$ cat config.mk
export PLATFORM = sky130hd
export DESIGN_NAME = btmx_ctrl
export DESIGN_NICKNAME = d
export VERILOG_FILES = /design/src/design/assert_macros.svh /design/src/design/btmx_pkg.sv /design/src/design/btmx_ctrl.sv
export SDC_FILE = /design/constraint.sdc
export NUM_CORES = 1
export LEC_CHECK = 0
export BUFFER_PORTS_ARGS = -buffer_cell sky130_fd_sc_hd__buf_4
export CAP_MARGIN = 10
export CORE_AREA = 2 2 39 41
export DETAILED_ROUTE_END_ITERATION = 10
export DIE_AREA = 0 0 41 43
export GPL_TIMING_DRIVEN = 0
export PLACE_DENSITY = 0.54
export SLEW_MARGIN = 5
export SYNTH_ARGS = -nofsm -noshare
export SYNTH_HDL_FRONTEND = slang
export SYNTH_SLANG_ARGS = --single-unit
$ cat constraint.sdc
create_clock -name clk -period 2.1 [get_ports clk]
set_input_delay 0.21 -clock clk [delete_from_list [all_inputs] [get_ports clk]]
set_output_delay 0.21 -clock clk [all_outputs]
set_load 0.05 [all_outputs]
$ cat src/design/assert_macros.svh
// ----------------------------------------------------------------------------
// assert_macros.svh
// Shared assertion macros; expect clk and arst_n in the using module.
// ----------------------------------------------------------------------------
`ifndef ASSERT_MACROS_SVH
`define ASSERT_MACROS_SVH

// Property checked at every clock edge outside reset.
`define BTMX_ASSERT(lbl, prop, msg) \
	lbl: assert property (@(posedge clk) disable iff (!arst_n) (prop)) \
		else $error(msg);

// Antecedent this cycle implies consequent in the next cycle.
`define BTMX_ASSERT_NEXT(lbl, ante, cons, msg) \
	lbl: assert property (@(posedge clk) disable iff (!arst_n) (ante) |=> (cons)) \
		else $error(msg);

`endif

$ cat src/design/btmx_pkg.sv
// ----------------------------------------------------------------------------
// btmx_pkg
// Types and constants shared by the binary trie max-xor core.
// ----------------------------------------------------------------------------
package btmx_pkg;

	// Width of the key and result ports
	localparam int KEY_W = 32;

	// Command codes
	localparam logic CMD_INSERT = 1'b0;
	localparam logic CMD_QUERY  = 1'b1;

	// Controller to datapath commands
	typedef struct packed {
		logic load;    // latch a new word, launch the root read
		logic step;    // walk one trie level
		logic finish;  // register the result, strobe next cycle
	} btmx_ctl_t;

	// Datapath to controller status
	typedef struct packed {
		logic refuse;  // insert offered while too few free nodes remain
	} btmx_sts_t;

endpackage

$ cat src/design/btmx_ctrl.sv
// ----------------------------------------------------------------------------
// btmx_ctrl
// Sequencer: accepts a word, counts the trie levels, signals the finish.
// ----------------------------------------------------------------------------
module btmx_ctrl #(
	parameter int KEY_BITS = 32
) (
	input  logic                 clk,
	input  logic                 arst_n,
	input  logic                 start,
	output logic                 busy,
	input  btmx_pkg::btmx_sts_t  sts,
	output btmx_pkg::btmx_ctl_t  ctl
);

	import btmx_pkg::*;

	localparam int LW = (KEY_BITS > 1) ? $clog2(KEY_BITS) : 1;

	localparam logic ST_IDLE = 1'b0;
	localparam logic ST_WALK = 1'b1;

	logic          state_q;
	logic [LW-1:0] lvl_q;
	logic          last_lvl;

	assign busy     = (state_q == ST_WALK);
	assign last_lvl = (lvl_q == '0);

	always_comb begin
		ctl.load   = start & ~busy;
		ctl.step   = busy;
		ctl.finish = (busy & last_lvl) | (ctl.load & sts.refuse);
	end

	always_ff @(posedge clk or negedge arst_n) begin
		if (!arst_n) begin
			state_q <= ST_IDLE;
			lvl_q   <= '0;
		end else begin
			case (state_q)
				ST_IDLE: begin
					if (ctl.load && !sts.refuse) begin
						state_q <= ST_WALK;
						lvl_q   <= LW'(KEY_BITS - 1);
					end
				end
				ST_WALK: begin
					if (last_lvl) begin
						state_q <= ST_IDLE;
					end else begin
						lvl_q <= lvl_q - LW'(1);
					end
				end
				default: begin
					state_q <= ST_IDLE;
				end
			endcase
		end
	end

endmodule

==> summary.md, run 1 <==
| Metric | Value |
|---|---|
| HP Class | primary input to register |
| Worst skew pair latency | 240 ps |
| Most frequent cells in the layout | buf_4 (8), dfrtp_1 (6), inv_1 (4) |
| Worst slack, placed | 417 ps |
| CP max FO | 5 |
| DRT antenna net count | 0 |
| Sequential share of power | 34.0% |
| Die width | 41 um |
| Reg-to-reg startpoint | lvl_q[0]$_DFFE_PN0P_ |
| DRT iter0 DRCs | 5 |
| Final setup vio count | 0 |
| Largest stage delay, worst path | 420 ps |
| Clock period minus final worst setup slack | 1910 ps |
| Pin count of the biggest net entering global routing | 10 |
| Post-Route WL | 591 um |
| Share of cells above drive strength 1 | 40.9% |
| R2R cell count | 5 |
| Post-synthesis cell count | 33 |
| CP cell instances | inv_1 -> ha_1 -> nand2b_4 -> o31ai_4 -> and2_1 -> buf_4 |
| Worst hold margin | 308 ps |
| Hold EP | busy$_DFF_PN0_ |
| Syn Nets | 38 |
| Worst endpoint required time | 1890 ps |
| Hold path cells | 4 |
| Dpl cell area | 437 um2 |
| Avg WL per Cell | 9.85 um |
| Total Routing Usage GR | 8.83% |
| # port buffers | 7 |
| Synthesized flop and latch total | 6 |
| Internal power | 0.428 mW |
| Setup Total Neg Slack | 0 ps |
| Vias in the first global route | 273 |
| Clock slew at reported path FFs | 40 ps |
| Via count | 259 |
| Library cells used by synthesis | 21 |
| Power per cell area | 1680 nW/um2 |
| Layout Utilization | 33.9% |
| Fillcell total | 142 |
| Final Max Slew Viols | 0 |
| Post-Syn Area | 364 um2 |
| Clk_skew | 2.05 ps |
| Cell with the largest stage delay on the worst path | dfrtp_1 |
| Core area | 1380 um2 |
| Full die area | 1760 um2 |
| Clock power share | 12.5% |
| Clk buf depth | 2 |
| Residual DRC count | 0 |
| Htree depth | 1 |
| Grt total ovfl | 0 |
| Pre-Repair DR Iteration Count | 4 |
| Final instance area | 469 um2 |
| Leakage power | 0.213 nW |
| FF-to-FF End | lvl_q[0]$_DFFE_PN0P_ |
| Yosys warns | 0 |
| # Max-Cap Violations | 0 |
| Layout Nets | 51 |
| Net Sw Power | 0.362 mW |
| VDD IR max | 0.603 mV |
| Setup bufs post-CTS | 0 |
| Setup crit start kind | register |
| Slew @ Worst Pin | 326 ps |
| Slew HR | 78.3% |
| Status | finished clean |
| Global-route wire length before repair | 1.02 mm |
| Post-synthesis sequential area ratio | 41.2% |
| Hold path startpoint | sts |
| Critical path type | register to output port |
| Final hold viol count | 0 |
| CTS root buf | clkbuf_4 |
| Sink Count | 6 |
| Initial core utilization | 26.3% |
| I/O pin total | 8 |
| Max Fclk | 522 MHz |
| Antenna violations before repair | 0 |
| HPWL after DPL | 471 um |
| Layout area overhead | 28.9% |
| Period utilisation layout | 91.2% |
| Placer Congestion | 0.653 |
| Number of cell rows | 14 |
| TritonCTS buffer count | 3 |
| CTS tree | done |
| CTS resizes | 0 |
| RSZ-0062 raised after global routing | no |
| Switch share | 45.8% |
| Worst Slack Setup Final | 185 ps |
| Ant. Diodes | 0 |
| Vias per cell | 4.32 |
| Setup crit end kind | output port |
| Syn Area/Cell | 11.0 um2 |
| Crit path DAT | 1700 ps |
| Crit path from | lvl_q[0]$_DFFE_PN0P_ |
| Cts hold-fix bufs | 1 |
| Commonest non-fill, non-tap cell in the layout | buf_4 |
| Combinational fraction of design power | 53.5% |
| R2R Setup Slk | 680 ps |
| Die Y | 43 um |
cell families after synthesis:
kind of cell / after synthesis / share of synthesized area (%)
and+or+nand+nor: 12 / 27.1
muxes: 2 / 5.50
buffers and inverters: 5 / 6.19
DFF: 6 / 41.2
AOI/OAI and AO/OA: 7 / 16.5
adders and majority gates: 1 / 3.44
synth_stat cells:
cell type,count,area (um2)
o31ai_4,1,21.3
nand3_1,1,5.00
nor2_1,2,7.51
nor3b_2,1,12.5
inv_1,4,15.0
ha_1,1,12.5
o21ai_1,2,10.0
and2_2,1,7.51
nor4b_4,1,23.8
buf_4,1,7.51
o211ai_1,1,7.51
o31ai_1,1,7.51
nand2b_1,1,6.26
nand2b_4,1,13.8
mux2i_1,2,20.0
and2_1,1,6.26
a21o_2,1,8.76
nand2_1,2,7.51
and2b_2,1,8.76
dfrtp_1,6,150
a21oi_1,1,5.00
per-layer routing:
| metal | vias to the layer above | global-route usage [%] | routed length, um |
|---|---|---|---|
| met1 | 118 | 10.0 | 274 |
| met5 | - | 0 | 0 |
| met4 | 0 | 8.00 | 0 |
| met3 | 0 | 1.57 | 42 |
| li1 | 134 | - | - |
| met2 | 7 | 13.1 | 274 |
cell type report:
cell class	count	area, um2	share of cell area (%)
Buffer	1	7.51	1.60
Tap cell	16	20.0	4.27
Timing Repair Buffer	8	62.6	13.3
Clock buffer	3	22.5	4.80
Sequential cell	6	150	32.0
Inverter	4	15.0	3.20
Multi-Input combinational cell	22	191	40.8
power by group through the flow:
stage,clock network [mW],registers (mW),logic (mW)
detailed placement,0,0.271,0.429
global placement,0,0.270,0.420
floorplan,0,0.286,0.304
CTS,0.106,0.270,0.432
global route,0.110,0.280,0.470
finish,0.0990,0.268,0.422
state kept, by name, summed over array words and instances, names as in the netlist:
| name | cells |
|---|---|
| busy | 1 |
| lvl_q | 5 |
per-stage QoR:
stage	power, mW	cells
after global placement	0.690	56
after detailed placement	0.700	56
after global routing	0.861	60
after floorplan	0.591	33
final	0.790	60
after CTS	0.808	60
how the worst max path moves through the flow:
stage	slack, ps	depth (start not counted)	to
5_1_grt	100	6	ctl[0]
4_1_cts	150	6	ctl[0]
3_5_place_dp	420	6	ctl[0]
6_report	190	6	ctl[0]
2_1_floorplan	410	5	ctl[0]
3_3_place_gp	410	6	ctl[0]
critical path, delay by kind of cell (launching register included):
| kind | cells | cell delay, ps |
|---|---|---|
| flops | 1 | 420 |
| simple gates | 2 | 260 |
| fa+ha+maj | 1 | 230 |
| buf+inv | 2 | 270 |
| compound gates | 1 | 290 |
No activity file was read; power rests on OpenSTA's default activity.
==> run 2, diff against run 1 <==
BUFFER_PORTS_ARGS = -buffer_cell sky130_fd_sc_hd__buf_2   (was -buffer_cell sky130_fd_sc_hd__buf_4)
SKIP_CTS_REPAIR_TIMING = 1   (was unset)
==> run 2 against run 1 <==
  * Routed wire length increased by 1.4%
  * Non-clock buffer count unchanged
  * First-iteration DRC count decreased by 80%
  * Hold slack improved by 10 ps
  * Clock-buffer cell count unchanged
  * Core utilization decreased by 1.3 points
  * Sequential power about the same
  * Total power decreased by 2.2%
  * Fmax decreased by 3.4%
  * Critical endpoint unchanged
  * Final area decreased by 3.7%
==> summary.md, run 2 (synthesis results as in run 1) <==
| Metric | Value |
|---|---|
| Grt total ovfl | 0 (unchanged) |
| Largest Register | lvl_q |
| Setup Total Neg Slack | 0 ps (unchanged) |
| Full die area | 1760 um2 (unchanged) |
| Antenna violations before repair | 0 (unchanged) |
| Clk_skew | 3.71 ps (+1.66 ps) |
| Sink Count | 6 (unchanged) |
| Core area | 1380 um2 (unchanged) |
| Htree depth | 1 (unchanged) |
| Die Y | 43 um (unchanged) |
| Pre-Repair DR Iteration Count | 2 (-2) |
| R2R Setup Slk | 670 ps (about the same) |
| Clock slew at reported path FFs | 40 ps (about the same) |
| Clock power share | 13.0% (+0.5 points) |
| Power per cell area | 1710 nW/um2 (+1.6%) |
| # port buffers | 7 (unchanged) |
| Max reg flops | 5 (unchanged) |
| Period utilisation layout | 94.4% (+3.2 points) |
| I/O pin total | 8 (unchanged) |
| Final setup vio count | 0 (unchanged) |
| Most frequent cells in the layout | buf_2 (7), dfrtp_1 (6), inv_1 (4) |
| Final Power | 0.773 mW (-2.2%) |
| VDD IR max | 0.554 mV (-8.1%) |
| Ant. Diodes | 0 (unchanged) |
| Combinational fraction of design power | 52.1% (-1.4 points) |
| Vias in the first global route | 253 (-7.3%) |
| Layout Utilization | 32.6% (-1.3 points) |
| HPWL after DPL | 502 um (+6.5%) |
| Share of cells above drive strength 1 | 40.9% (unchanged) |
| TritonCTS buffer count | 3 (unchanged) |
| CTS tree | done |
| Via count | 261 (+0.77%) |
| Status | finished clean |
| Commonest non-fill, non-tap cell in the layout | buf_2 |
| Die width | 41 um (unchanged) |
| CP max FO | 5 (unchanged) |
| DRT antenna net count | 0 (unchanged) |
| Avg WL per Cell | 9.98 um (+1.4%) |
| Fillcell total | 149 (+4.9%) |
| # Max-Cap Violations | 0 (unchanged) |
| Pin count of the biggest net entering global routing | 10 (unchanged) |
| Worst endpoint required time | 1890 ps (about the same) |
| Clock period minus final worst setup slack | 1980 ps (+68.1 ps) |
| Initial core utilization | 26.3% (unchanged) |
| Setup crit start kind | register |
| HP Class | primary input to async pin |
| RSZ-0062 raised after global routing | no |
| Max Fclk | 504 MHz (-3.4%) |
| Largest stage delay, worst path | 420 ps (about the same) |
| Worst Slack Setup Final | 117 ps (-68.1 ps) |
| Worst slack, placed | 352 ps (-65.8 ps) |
| Final hold viol count | 0 (unchanged) |
| Placer Congestion | 0.673 (+3.0%) |
| Net Sw Power | 0.365 mW (+0.86%) |
| Sequential share of power | 34.9% (+0.9 points) |
| Crit path DAT | 1770 ps (+70 ps) |
| Global-route wire length before repair | 972 um (-4.8%) |
| Post-Route WL | 599 um (+1.4%) |
| Final Max Slew Viols | 0 (unchanged) |
| Layout Nets | 51 (unchanged) |
| DRT iter0 DRCs | 1 (-4) |
| CP cell instances | inv_1 -> ha_1 -> nand2b_4 -> o31ai_4 -> and2_1 -> buf_2 |
| Total Routing Usage GR | 8.30% (-0.53 points) |
| Layout area overhead | 24.1% |
| Vias per cell | 4.35 (+0.77%) |
| Worst skew pair latency | 240 ps (about the same) |
| CTS root buf | clkbuf_4 |
| Slew @ Worst Pin | 327 ps (+1.36 ps) |
| Cell with the largest stage delay on the worst path | dfrtp_1 |
| Critical path type | register to output port |
| Residual DRC count | 0 (unchanged) |
| Leakage power | 0.207 nW (-2.7%) |
| Number of cell rows | 14 (unchanged) |
| Placed insts | 56 (unchanged) |
| Slew HR | 78.2% (-0.091 points) |
| Clk buf depth | 2 (unchanged) |
| Finished Layout Cells | 60 (unchanged) |
| Internal power | 0.408 mW (-4.7%) |
| Setup crit end kind | output port |
| Switch share | 47.3% (+1.4 points) |
-- run 2: cell counts in the layout (fill, tap and decap cells not counted) --
Identical to the previous run, type by type.
-- run 2: power groups by stage --
stage / combinational (mW) / sequential (mW) / clock [mW]
2_1_floorplan: 0.304 / 0.286 / 0
3_3_place_gp: 0.398 / 0.269 / 0
3_5_place_dp: 0.408 / 0.273 / 0
4_1_cts: 0.409 / 0.271 / 0.107
5_1_grt: 0.447 / 0.280 / 0.108
6_report: 0.403 / 0.270 / 0.101
-- run 2: worst paths after layout --
path / startpoint / endpoint / cells after the start
max in group asynchronous: arst_n / busy$_DFF_PN0_ / 2
min in group clk: sts / busy$_DFF_PN0_ / 4
worst min-delay path: arst_n / lvl_q[4]$_DFFE_PN0P_ / 2
worst max register to register: lvl_q[0]$_DFFE_PN0P_ / lvl_q[0]$_DFFE_PN0P_ / 5
worst min register to register: lvl_q[4]$_DFFE_PN0P_ / lvl_q[4]$_DFFE_PN0P_ / 1
worst max-delay path: lvl_q[0]$_DFFE_PN0P_ / ctl[0] / 6
-- run 2: through the flow --
stage / cell area (um2) / hold slack (ps)
3_5_place_dp: 419 / 39.9
3_3_place_gp: 419 / 32.0
5_1_grt: 452 / 339
6_report: 452 / 319
2_1_floorplan: 364 / -85.6
4_1_cts: 442 / -219
-- run 2: layer usage --
layer / vias to the layer above / global-route usage [%] / wire length (um)
met5: - / 0 / 0
met4: 0 / 6.00 / 0
met3: 0 / 1.57 / 33
met2: 7 / 12.8 / 300
met1: 121 / 9.57 / 265
li1: 133 / - / -
-- run 2: layout make-up --
cell class              count  area [um2]  area share (%)
clock buffers               3        22.5            4.99
flip-flops and latches      6         150            33.2
inverters                   4        15.0            3.32
repair buffers              8        45.0            9.97
well taps                  16        20.0            4.43
multi-input cells          22         191            42.4
plain buffers               1        7.51            1.66
-- run 2: critical path: cells and delay by family, from the launching register on --
| kind | cells | cell delay [ps] |
|---|---|---|
| adders and majority gates | 1 | 240 |
| buffers and inverters | 2 | 330 |
| and+or+nand+nor | 2 | 250 |
| AOI/OAI and AO/OA | 1 | 290 |
| DFF | 1 | 420 |
==> run 3, diff against run 2 <==
GPL_TIMING_DRIVEN = unset   (was 0)
MAX_ROUTING_LAYER = met4   (was unset)
==> run 3 against run 2 <==
  * First-iteration DRC count increased to 9.0 times the previous value
  * Via count decreased by 1.9%
  * Core utilization decreased by 0.54 points
  * Total power decreased by 2.7%
  * Combinational power decreased by 4%
  * Clock skew decreased by 2.1 ps
  * Global-route usage increased by 0.52 points
  * Critical path depth unchanged
  * Non-clock buffer count decreased by 1
  * Final area decreased by 1.7%
  * Highest routed layer is now met4
==> summary.md, run 3 (synthesis results as in run 1) <==
| Metric | Value |
|---|---|
| Status | finished clean |
| Vias per cell | 4.34 (-0.25%) |
| CP cell instances | inv_1 -> ha_1 -> nand2b_4 -> o31ai_4 -> and2_1 -> buf_2 |
| R2R cell count | 5 (unchanged) |
| Critical path type | register to output port |
| Pin count of the biggest net entering global routing | 10 (unchanged) |
| HP Class | primary input to async pin |
| Setup crit end kind | output port |
| Setup Total Neg Slack | 0 ps (unchanged) |
| Worst skew pair latency | 230 ps (about the same) |
| # Max-Cap Violations | 0 (unchanged) |
| Largest Register | lvl_q |
| Clock slew at reported path FFs | 40 ps (about the same) |
| Cell family with most CP delay | flip-flops |
| Global-route wire length before repair | 959 um (-1.3%) |
| Htree depth | 1 (unchanged) |
| Ant. Diodes | 0 (unchanged) |
| Clock power share | 13.2% (+0.2 points) |
| CTS root buf | clkbuf_4 |
| Slew HR | 78.9% (+0.69 points) |
| Sequential share of power | 35.7% (+0.8 points) |
| Die Y | 43 um (unchanged) |
| Via count | 256 (-1.9%) |
| Logic depth of the worst path, buffers included | 6 (unchanged) |
| CP max FO | 5 (unchanged) |
| Initial core utilization | 26.3% (unchanged) |
| DRT iter0 DRCs | 9 (+8) |
| Combinational fraction of design power | 51.2% (-0.9 points) |
| Net Sw Power | 0.356 mW (-2.6%) |
| Pre-Repair DR Iteration Count | 4 (+2) |
| Final hold viol count | 0 (unchanged) |
| Layout Nets | 50 (-2.0%) |
| # port buffers | 7 (unchanged) |
| Die width | 41 um (unchanged) |
| Cell with the largest stage delay on the worst path | dfrtp_1 |
| VDD IR max | 0.554 mV (about the same) |
| Leakage power | 0.203 nW (-2.1%) |
| Setup crit start kind | register |
| Period utilisation layout | 94.4% (about the same) |
| Fillcell total | 143 (-4.0%) |
| Clk_skew | 1.62 ps (-2.09 ps) |
| Clk buf depth | 2 (unchanged) |
| Full die area | 1760 um2 (unchanged) |
| Total Routing Usage GR | 8.82% (+0.52 points) |
| Grt total ovfl | 0 (unchanged) |
| Largest stage delay, worst path | 430 ps (about the same) |
| Post-Route WL | 562 um (-6.2%) |
| Commonest non-fill, non-tap cell in the layout | buf_2 |
| Clock period minus final worst setup slack | 1980 ps (+0.0680 ps) |
| Switch share | 47.3% (+0.083 points) |
| Crit path from | lvl_q[0]$_DFFE_PN0P_ |
| Power per cell area | 1690 nW/um2 (-1.1%) |
| Internal power | 0.396 mW (-2.9%) |
| Vias in the first global route | 241 (-4.7%) |
| Antenna violations before repair | 0 (unchanged) |
| Worst slack, placed | 331 ps (-20.3 ps) |
| Placer Congestion | 0.712 (+5.9%) |
| Layout area overhead | 22.0% |
| Crit path DAT | 1770 ps (about the same) |
| Slew @ Worst Pin | 317 ps (-10.4 ps) |
| Worst endpoint required time | 1890 ps (about the same) |
| Reg-to-reg startpoint | lvl_q[0]$_DFFE_PN0P_ |
| Final Max Slew Viols | 0 (unchanged) |
| CTS tree | done |
| Max reg flops | 5 (unchanged) |
| Residual DRC count | 0 (unchanged) |
| RSZ-0062 raised after global routing | no |
| Avg WL per Cell | 9.53 um (-4.6%) |
| Max Fclk | 504 MHz (about the same) |
| DRT antenna net count | 0 (unchanged) |
| Core area | 1380 um2 (unchanged) |
| Most frequent cells in the layout | buf_2 (7), dfrtp_1 (6), inv_1 (4) |
| Sink Count | 6 (unchanged) |
| WP buf/inv | 2 (unchanged) |
| I/O pin total | 8 (unchanged) |
| Share of cells above drive strength 1 | 39.5% (-1.4 points) |
| Number of cell rows | 14 (unchanged) |
| TritonCTS buffer count | 3 (unchanged) |
| Final setup vio count | 0 (unchanged) |
| Worst Slack Setup Final | 117 ps (-0.0680 ps) |
| HPWL after DPL | 446 um (-11%) |
## run 3: cell count changes in the layout (fill, tap and decap cells not counted)
cell,delta
buf_4,-1
## run 3: final timing paths
path                                   endpoint  slack, ps
max                                      ctl[0]        120
min                        lvl_q[2]$_DFFE_PN0P_        320
max reg2reg                lvl_q[1]$_DFFE_PN0P_        680
min reg2reg                lvl_q[4]$_DFFE_PN0P_        480
max in group asynchronous        busy$_DFF_PN0_       1650
min in group clk                 busy$_DFF_PN0_        330
## run 3: routing by layer
metal | up-vias | GRT usage [%] | part of all wire (%)
li1 | 132 | - | -
met1 | 115 | 9.57 | 46
met2 | 7 | 11.9 | 48
met3 | 2 | 1.57 | 5.2
met4 | 0 | 10.0 | 1.1
met5 | - | - | 0
## run 3: final cells by class
class	count	area [um2]	area share, %
multi-input cells	22	191	43.1
well taps	16	20.0	4.51
inverters	4	15.0	3.38
clock buffers	3	22.5	5.07
flip-flops and latches	6	150	33.8
repair buffers	8	45.0	10.1
## run 3: power groups by stage
stage | registers [mW] | clock network, mW | logic (mW)
floorplan | 0.286 | 0 | 0.304
global placement | 0.269 | 0 | 0.386
detailed placement | 0.270 | 0 | 0.391
CTS | 0.269 | 0.107 | 0.392
global route | 0.281 | 0.109 | 0.428
finish | 0.268 | 0.0990 | 0.385
## run 3: metrics by stage
stage	hold slack (ps)	cells	util, %	area, um2	power, mW
after global placement	34.8	55	29.7	412	0.655
final	319	59	32.1	444	0.752
after detailed placement	35.3	55	29.7	412	0.661
after global routing	325	59	32.1	444	0.818
after floorplan	-85.6	33	-	364	0.591
after CTS	-224	58	31.4	434	0.767
